**src/hnm_pkg.sv**
```systemverilog
`timescale 1ns / 1ps
// ----------------------------------------------------------------------------
// hnm_pkg
// Shared constants, types and the controller-to-datapath command bundle.
// ----------------------------------------------------------------------------
package hnm_pkg;

	localparam int MAX_WIDTH = 256;
	localparam int RING_SIZE = 2 * MAX_WIDTH;
	localparam int RES_W     = 9;
	localparam int HEIGHT_W  = 20;
	localparam int SCALE_W   = 16;
	localparam int SLOT_W    = $clog2(RING_SIZE);
	localparam int CNT_W     = 17;
	localparam int COORD_W   = 8;
	localparam int STEP_W    = 5;
	localparam int CFG_IDX_W = 1;
	localparam int CFG_W     = 16;

	localparam logic [CFG_IDX_W-1:0] REG_RESOLUTION   = 1'b0;
	localparam logic [CFG_IDX_W-1:0] REG_HEIGHT_SCALE = 1'b1;

	localparam logic [RES_W-1:0]   RES_RESET   = 9'd256;
	localparam logic [SCALE_W-1:0] SCALE_RESET = 16'd256;
	localparam logic [7:0]         ALPHA_FULL  = 8'hFF;

	typedef enum logic [3:0] {
		ST_IDLE,
		ST_READ,
		ST_STORE,
		ST_MUL,
		ST_SHIFT,
		ST_SQ,
		ST_SQRT,
		ST_DIV,
		ST_OUT
	} ctl_state_t;

	typedef enum logic [3:0] {
		DP_NOP,
		DP_LOAD,
		DP_READ,
		DP_STORE,
		DP_MUL,
		DP_SHIFT,
		DP_SQ,
		DP_SQRT,
		DP_DIV_LOAD,
		DP_DIV_STEP,
		DP_OUT
	} dp_op_t;

	typedef struct packed {
		dp_op_t                       op;
		logic [STEP_W-1:0]            step;
		logic [1:0]                   comp;
		logic [3:0][SLOT_W-1:0]       slot;     // left, right, up, down
		logic [3:0]                   use_win;
		logic [SLOT_W-1:0]            st_slot;
		logic                         st_en;
		logic                         last;
	} dp_cmd_t;

endpackage

```
**src/hnm_ctrl.sv**
```systemverilog
`timescale 1ns / 1ps
// ----------------------------------------------------------------------------
// hnm_ctrl
// Sequencer: frame counters, emit decision, neighbor slots, phase control.
// ----------------------------------------------------------------------------
module hnm_ctrl (
	input  logic                          clk,
	input  logic                          arst_n,
	input  logic                          in_valid,
	output logic                          in_stall,
	input  logic                          op,
	output logic                          out_valid,
	input  logic                          out_stall,
	input  logic                          cfg_we,
	input  logic [hnm_pkg::CFG_IDX_W-1:0] cfg_index,
	input  logic [hnm_pkg::CFG_W-1:0]     cfg_wdata,
	output hnm_pkg::dp_cmd_t              cmd
);
	import hnm_pkg::*;

	ctl_state_t state_q, state_n;
	logic [STEP_W-1:0]  step_q;
	logic [1:0]         comp_q;
	logic [RES_W-1:0]   res_q;
	logic [COORD_W-1:0] col_q, ex_q, ey_q;
	logic [RES_W-1:0]   row_q;
	logic [CNT_W-1:0]   recv_q, emit_cnt_q;
	logic               emit_pend_q, store_pend_q, out_valid_q;

	logic [RES_W-1:0] r;
	logic [CNT_W-1:0] total, recv_m1;
	logic             accept, is_sample, emit_s, emit_d, emit, out_free;
	logic [CNT_W-1:0] k_l, k_r, k_u, k_d;
	logic [CNT_W-1:0] r_ext;

	always_comb begin
		if (res_q == '0)
			r = RES_W'(1);
		else if (res_q > RES_W'(MAX_WIDTH))
			r = RES_W'(MAX_WIDTH);
		else
			r = res_q;
	end

	assign r_ext     = CNT_W'(r);
	assign total     = r_ext * r_ext;
	assign recv_m1   = recv_q - CNT_W'(1);
	assign in_stall  = (state_q != ST_IDLE);
	assign accept    = in_valid && !in_stall;
	assign is_sample = !op && (row_q < r);
	assign emit_s    = is_sample &&
		((18'(emit_cnt_q) + 18'(r) + 18'd1) <= 18'(recv_q));
	assign emit_d    = !is_sample && (row_q >= r) && (emit_cnt_q < total);
	assign emit      = emit_s || emit_d;
	assign out_free  = !out_valid_q || !out_stall;
	assign out_valid = out_valid_q;

	// neighbor sample indices with border clamp
	assign k_l = emit_cnt_q - CNT_W'(ex_q != '0);
	assign k_r = emit_cnt_q + CNT_W'((RES_W'(ex_q) + RES_W'(1)) < r);
	assign k_u = emit_cnt_q - ((ey_q != '0) ? r_ext : '0);
	assign k_d = emit_cnt_q + (((RES_W'(ey_q) + RES_W'(1)) < r) ? r_ext : '0);

	always_comb begin
		state_n = state_q;
		unique case (state_q)
			ST_IDLE: begin
				if (accept && emit)
					state_n = ST_READ;
				else if (accept && is_sample)
					state_n = ST_STORE;
			end
			ST_READ:  if (step_q == STEP_W'(4)) state_n = store_pend_q ? ST_STORE : ST_MUL;
			ST_STORE: state_n = emit_pend_q ? ST_MUL : ST_IDLE;
			ST_MUL:   if (step_q == STEP_W'(1)) state_n = ST_SHIFT;
			ST_SHIFT: state_n = ST_SQ;
			ST_SQ:    if (step_q == STEP_W'(2)) state_n = ST_SQRT;
			ST_SQRT:  if (step_q == STEP_W'(31)) state_n = ST_DIV;
			ST_DIV:   if (step_q == STEP_W'(9) && comp_q == 2'd2) state_n = ST_OUT;
			ST_OUT:   if (out_free) state_n = ST_IDLE;
			default:  state_n = ST_IDLE;
		endcase
	end

	always_comb begin
		cmd.step       = step_q;
		cmd.comp       = comp_q;
		cmd.slot[0]    = k_l[SLOT_W-1:0];
		cmd.slot[1]    = k_r[SLOT_W-1:0];
		cmd.slot[2]    = k_u[SLOT_W-1:0];
		cmd.slot[3]    = k_d[SLOT_W-1:0];
		cmd.use_win[0] = (k_l == recv_m1);
		cmd.use_win[1] = (k_r == recv_m1);
		cmd.use_win[2] = (k_u == recv_m1);
		cmd.use_win[3] = (k_d == recv_m1);
		cmd.st_slot    = recv_m1[SLOT_W-1:0];
		cmd.st_en      = (recv_q != '0);
		cmd.last       = (emit_cnt_q == total - CNT_W'(1));
		unique case (state_q)
			ST_IDLE:  cmd.op = accept ? DP_LOAD : DP_NOP;
			ST_READ:  cmd.op = DP_READ;
			ST_STORE: cmd.op = DP_STORE;
			ST_MUL:   cmd.op = DP_MUL;
			ST_SHIFT: cmd.op = DP_SHIFT;
			ST_SQ:    cmd.op = DP_SQ;
			ST_SQRT:  cmd.op = DP_SQRT;
			ST_DIV:   cmd.op = (step_q == '0) ? DP_DIV_LOAD : DP_DIV_STEP;
			ST_OUT:   cmd.op = out_free ? DP_OUT : DP_NOP;
			default:  cmd.op = DP_NOP;
		endcase
	end

	always_ff @(posedge clk or negedge arst_n) begin
		if (!arst_n) begin
			state_q <= ST_IDLE;
			step_q  <= '0;
			comp_q  <= '0;
		end else begin
			state_q <= state_n;
			if (state_n != state_q) begin
				step_q <= '0;
				comp_q <= '0;
			end else if (state_q == ST_DIV && step_q == STEP_W'(9)) begin
				step_q <= '0;
				comp_q <= comp_q + 2'd1;
			end else begin
				step_q <= step_q + STEP_W'(1);
			end
		end
	end

	always_ff @(posedge clk or negedge arst_n) begin
		if (!arst_n) begin
			res_q        <= RES_RESET;
			col_q        <= '0;
			row_q        <= '0;
			recv_q       <= '0;
			emit_cnt_q   <= '0;
			ex_q         <= '0;
			ey_q         <= '0;
			emit_pend_q  <= 1'b0;
			store_pend_q <= 1'b0;
		end else if (cfg_we && cfg_index == REG_RESOLUTION) begin
			res_q      <= cfg_wdata[RES_W-1:0];
			col_q      <= '0;
			row_q      <= '0;
			recv_q     <= '0;
			emit_cnt_q <= '0;
			ex_q       <= '0;
			ey_q       <= '0;
		end else if (accept) begin
			emit_pend_q  <= emit;
			store_pend_q <= is_sample;
			if (is_sample) begin
				recv_q <= recv_q + CNT_W'(1);
				if ((RES_W'(col_q) + RES_W'(1)) >= r) begin
					col_q <= '0;
					row_q <= row_q + RES_W'(1);
				end else begin
					col_q <= col_q + COORD_W'(1);
				end
			end
			if (emit_d && (emit_cnt_q + CNT_W'(1)) >= total) begin
				// frame done: back to the start
				col_q      <= '0;
				row_q      <= '0;
				recv_q     <= '0;
				emit_cnt_q <= '0;
				ex_q       <= '0;
				ey_q       <= '0;
			end else if (emit) begin
				emit_cnt_q <= emit_cnt_q + CNT_W'(1);
				if ((RES_W'(ex_q) + RES_W'(1)) >= r) begin
					ex_q <= '0;
					ey_q <= ey_q + COORD_W'(1);
				end else begin
					ex_q <= ex_q + COORD_W'(1);
				end
			end
		end
	end

	always_ff @(posedge clk or negedge arst_n) begin
		if (!arst_n)
			out_valid_q <= 1'b0;
		else if (state_q == ST_OUT && out_free)
			out_valid_q <= 1'b1;
		else if (!out_stall)
			out_valid_q <= 1'b0;
	end

endmodule

```
**config.mk**
```make
export PLATFORM = sky130hd
export DESIGN_NAME = hnm_ctrl
export DESIGN_NICKNAME = d
export VERILOG_FILES = /design/src/hnm_pkg.sv /design/src/hnm_ctrl.sv
export SDC_FILE = /design/constraint.sdc
export NUM_CORES = 1
export LEC_CHECK = 0
export BUFFER_PORTS_ARGS = -buffer_cell sky130_fd_sc_hd__buf_2
export CORE_UTILIZATION = 30
export DETAILED_ROUTE_END_ITERATION = 8
export PLACE_DENSITY = 0.43
export SLEW_MARGIN = 10
export SYNTH_ARGS = -nofsm -noshare
export SYNTH_HDL_FRONTEND = slang
export SYNTH_SLANG_ARGS = --single-unit
export TNS_END_PERCENT = 50
```
**constraint.sdc**
```tcl
create_clock -name clk -period 9.7 [get_ports clk]
set_input_delay 0.97 -clock clk [delete_from_list [all_inputs] [get_ports clk]]
set_output_delay 0.97 -clock clk [all_outputs]
set_load 0.01 [all_outputs]
```
# Word level (Yosys, flattened, before mapping)
# Cells that the tools add are included.
# op_classes
order_cmp,10
reduce_logical,37
n_addsub,19
n_eq_ne,21
mul,1
n_mux,53
bitwise,2
# ops
cell,count
$mux 17,8
$mux 8,15
$eq 17x17->1,5
$mux 9,9
$pmux 4 s9,2
$mux 4,9
$add 17x1->17 const B,2
$sub 17x1->17 const B,2
$add 8x1->9 const B,3
$ge 9x9->1,3
$lt 9x9->1,3
$add 8x1->8 const B,3
$add 17x9->18,1
$add 18x1->18 const B,1
$le 18x17->1,1
$add 17x1->17,1
$add 17x9->17,1
$ge 17x17->1,1
$lt 17x17->1,1
$mul 9x9->17,1
$reduce_bool 17->1,1
$sub 17x1->17,1
$sub 17x9->17,1
$eq 4x3->1 const B,4
31 further kinds,64
# totals
ff_bits,90
wordCells,156

# Logic depth before layout (Yosys ltp)
# depth
word_depth,14
depth_mapped,32
ltp_nobuf,28

# Worst setup path before layout
# Ideal clock, no wire load.
# synth_timing
path_type,register -> register
startpoint,register res_q[8]
endpoint,register row_q[1]
period_less_slack_ps,7374
t_arrival_ps,7249
n_path_buf,1
slack_ps,2326
setup_ps,125
stages_incl_launch_ff,28
cell_sequence,dfstp_2 -> buf_2 -> clkinv_1 -> nand2_1 -> nor2_1 -> ha_1 -> xor2_1 -> fa_1 -> inv_1 -> fa_1 -> inv_1 -> fa_1 -> inv_1 -> ha_1 -> a21oi_1 -> o211a_1 -> nor2_1 -> a311oi_1 -> ha_1 -> nand2_1 -> or2_1 -> nor2b_1 -> a2111oi_0 -> a31oi_1 -> o211a_2 -> o41ai_4 -> nand2b_1 -> mux2_2
# synth_between
elab_chain_len,12
word_cells_on_any_way,21
classes_between,mul: 1; order compare: 6; mux: 5; reduce/logical: 9
# synth_lines
element,line_no,rtl
from (decl),hnm_ctrl.sv:24,logic [RES_W-1:0] res_q;
from (signal assigned),hnm_ctrl.sv:144,res_q <= cfg_wdata[RES_W-1:0];
$gt 9x9->1,hnm_ctrl.sv:39,else if (res_q > RES_W'(MAX_WIDTH))
$mux 9,hnm_ctrl.sv:39,
$mux 9 *,hnm_ctrl.sv:37,if (res_q == '0)
branches (longest 9 deep; another with $mul 9x9->17),--,
to (signal assigned),hnm_ctrl.sv:158,row_q <= row_q + RES_W'(1);
to (decl),hnm_ctrl.sv:26,logic [RES_W-1:0] row_q;
# Mark *: on every way between the ends. The select of a mux whose other input is x is not followed.
# A chain may end at the register's enable or synchronous reset.

# Worst setup path after layout
# Ends and elaborated chain as after synthesis.

==> results.cfg <==
[grt]
grt_max_degree = 64
grt_antenna_before_repair = 0
grt_first_pass_wirelength_mm = 62.1
grt_pass1_vias = 10800
track_usage_pct = 19.2
grt-ovfl-total = 0

[synth]
synth_area_leaders = dfrtp_1 18%, ha_1 16%, xnor2_1 8.5%, fa_1 5.9%, xor2_1 4.9%
synth_area_mm2 = 0.0126
async_reset_ff_share_pct = 100
yosysTopAreaCell = dfrtp_1
synth-seq-cells = 90
synthMostInstantiatedCell = ha_1
ys_types = 87
syn_inst = 1575
synth_top_area_share_pct = 17.7
syn-mean-instance-area_um2 = 7.99
yosys_warnings = 0
yosys-top-cells-count = 159 x ha_1, 156 x nand2_1, 144 x inv_1, 135 x nor2_1, 122 x xnor2_1
synth_edf_count = 0
yosysSeqAreaShare_pct = 17.9
ys.flop_type = dfrtp_1

[clocking]
ctsHoldBuffers = 0
clk_latency_ns = 0.39
cts_num_sinks = 90
clockRootBuffer = clkbuf_16
path_clk_slew_ns = 0.07
cts_made_buffers = 9
cts_setup_buffers = 0
clk_path_buf_depth = 2
tritoncts = built
ctsHtreeMaxLevel = 3
postCtsResizedCells = 0

[setup_path]
reg2reg_slack_ns = 1.64
startpoint_type = flop
worstPathMaxFanout = 11
path_buf_inv = 7
cp-end-kind = flop
crit_path_max_incr_delay_ns = 0.68
critPathLaunch = res_q[8]$_DFFE_PN1P_
r2r-start = res_q[8]$_DFFE_PN1P_
cp_top_family = adder cells
cp_slowest_cell = or3_1
cp.required_ns = 9.97
critPathArrivalTime_ns = 8.33
path_class = flop to flop

[final_layout]
instances_no_fill = 2186
fin_nets = 1868
fillers = 4421
final_util_pct = 33.9
drive_gt1_share_pct = 9.79
seqCellArea_mm2 = 0.00225
multi_input_area_mm2 = 0.00953
antenna_cells = 0
syn_to_final_growth_pct = 10.8

[sta]
fin_crit_ns = 8.06
drv_slew = 0
finalSetupViolCount = 0
finClkSkew_ns = 0.0117
tightest_slew_ns = 1.01
period_share_pct = 83.1
hold_viol = 0
fmax_mhz = 124
grt_setup_unrepaired = false
fin_hold_ws_ns = 0.499
relSlewSlack_pct = 32.0
tns_ns = 0
fin_ws_ns = 1.64

[run]
max_cap_viol_count = 0

[status]
status = finished, violations left
violations = DRC

[place]
dp.cells = 2170
gp_congestion = 0.866
dp_slack_ns = 1.55
dp_hpwl_mm = 32.5
io_buffers = 79

[detailed_routing]
wl_per_cell_um = 18.4
num_vias = 11200
routed_via_density = 5.12
ant_nets = 0
drtIter0Drc = 509
drc = 1
routed_wl_mm = 40.1
firstDrtPassIters = 8

[die]
ios = 87
row_count = 74
die_area_mm2 = 0.0428
fp.dieW_um = 207
die_y_um = 207
initial_core_util_pct = 30.6
core_mm2 = 0.0411

[pwr]
vdd_drop_max_uv = 103
powerDensity_mw_per_mm2 = 240
power.leakage_nw = 6.77

[min_path]
hold_class = input port to asynchronous set/reset pin
## per-layer routing
layer  up-vias  GRT usage [%]  wire [um]
li1       5640              -          -
met1      5354           26.7      20000
met2       168           31.3      18500
met3        33           2.53       1070
met4         0           4.87        608
met5         -              0          0
## placed cells by master (no fill, tap or decap), types with 16 or more instances in the layout
cell type and count:
inv_1 144, ha_1 159, nor4_1 22, nor3_1 33, o21ai_0 48, nor2_1 135
xnor2_1 122, a21o_1 31, nand4_1 28, nand2_1 156, buf_2 78, dfrtp_1 89
nand3_1 60, a22o_1 16, a21oi_1 65, and3_1 30, buf_4 39, fa_1 37
xor2_1 71, nor2b_1 20
## state kept, by name (all words and copies together), names as in the netlist
| name | flops |
|---|---|
| emit_pend_q | 1 |
| recv_q | 17 |
| ex_q | 8 |
| col_q | 8 |
| step_q | 5 |
| store_pend_q | 1 |
| out_valid | 1 |
| comp_q | 2 |
| res_q | 9 |
| row_q | 9 |
| emit_cnt_q | 17 |
| state_q | 4 |
| ey_q | 8 |
## stage by stage
| stage | area, um^2 | total power, mW |
|---|---|---|
| final | 13900 | 3.34 |
| after CTS | 13900 | 3.39 |
| after global routing | 13900 | 3.67 |
| after floorplan | 12600 | 2.26 |
| after global placement | 13700 | 2.99 |
| after detailed placement | 13700 | 3.01 |
## cells by family (layout without fill, tap and decap cells)
logic type / after synthesis / after routing / share of synthesized area [%]
simple gates: 569 / 569 / 22.4
compound gates: 299 / 299 / 16.4
buf+inv: 211 / 281 / 6.69
fa+ha+maj: 196 / 196 / 21.7
xor+xnor: 196 / 196 / 13.9
flops: 90 / 90 / 17.9
mux: 12 / 12 / 0.984
other cells: 2 / 11 / 0.0597
## layout make-up
type / count / share of cell area, %
Sequential cell: 90 / 16.2
Clock inverter: 2 / 0.108
Clock buffer: 14 / 1.75
Timing Repair Buffer: 117 / 4.90
Multi-Input combinational cell: 1283 / 68.3
Inverter: 148 / 3.98
Tap cell: 532 / 4.77
## final timing paths
check	depth (start not counted)	end
worst min-delay path	1	recv_q[6]$_DFFE_PN0P_
worst max-delay path	28	row_q[1]$_DFFE_PN0P_
min in group clk	2	store_pend_q$_DFFE_PN0P_
max in group asynchronous	2	res_q[0]$_DFFE_PN0P_
worst max register to register	28	row_q[1]$_DFFE_PN0P_
worst min register to register	2	store_pend_q$_DFFE_PN0P_
## power by group
part / internal [mW] / switching, mW
clock: 0.174 / 0.171
sequential: 0.415 / 0.0892
combinational: 1.02 / 1.47
(Power assumes the default switching activity.)
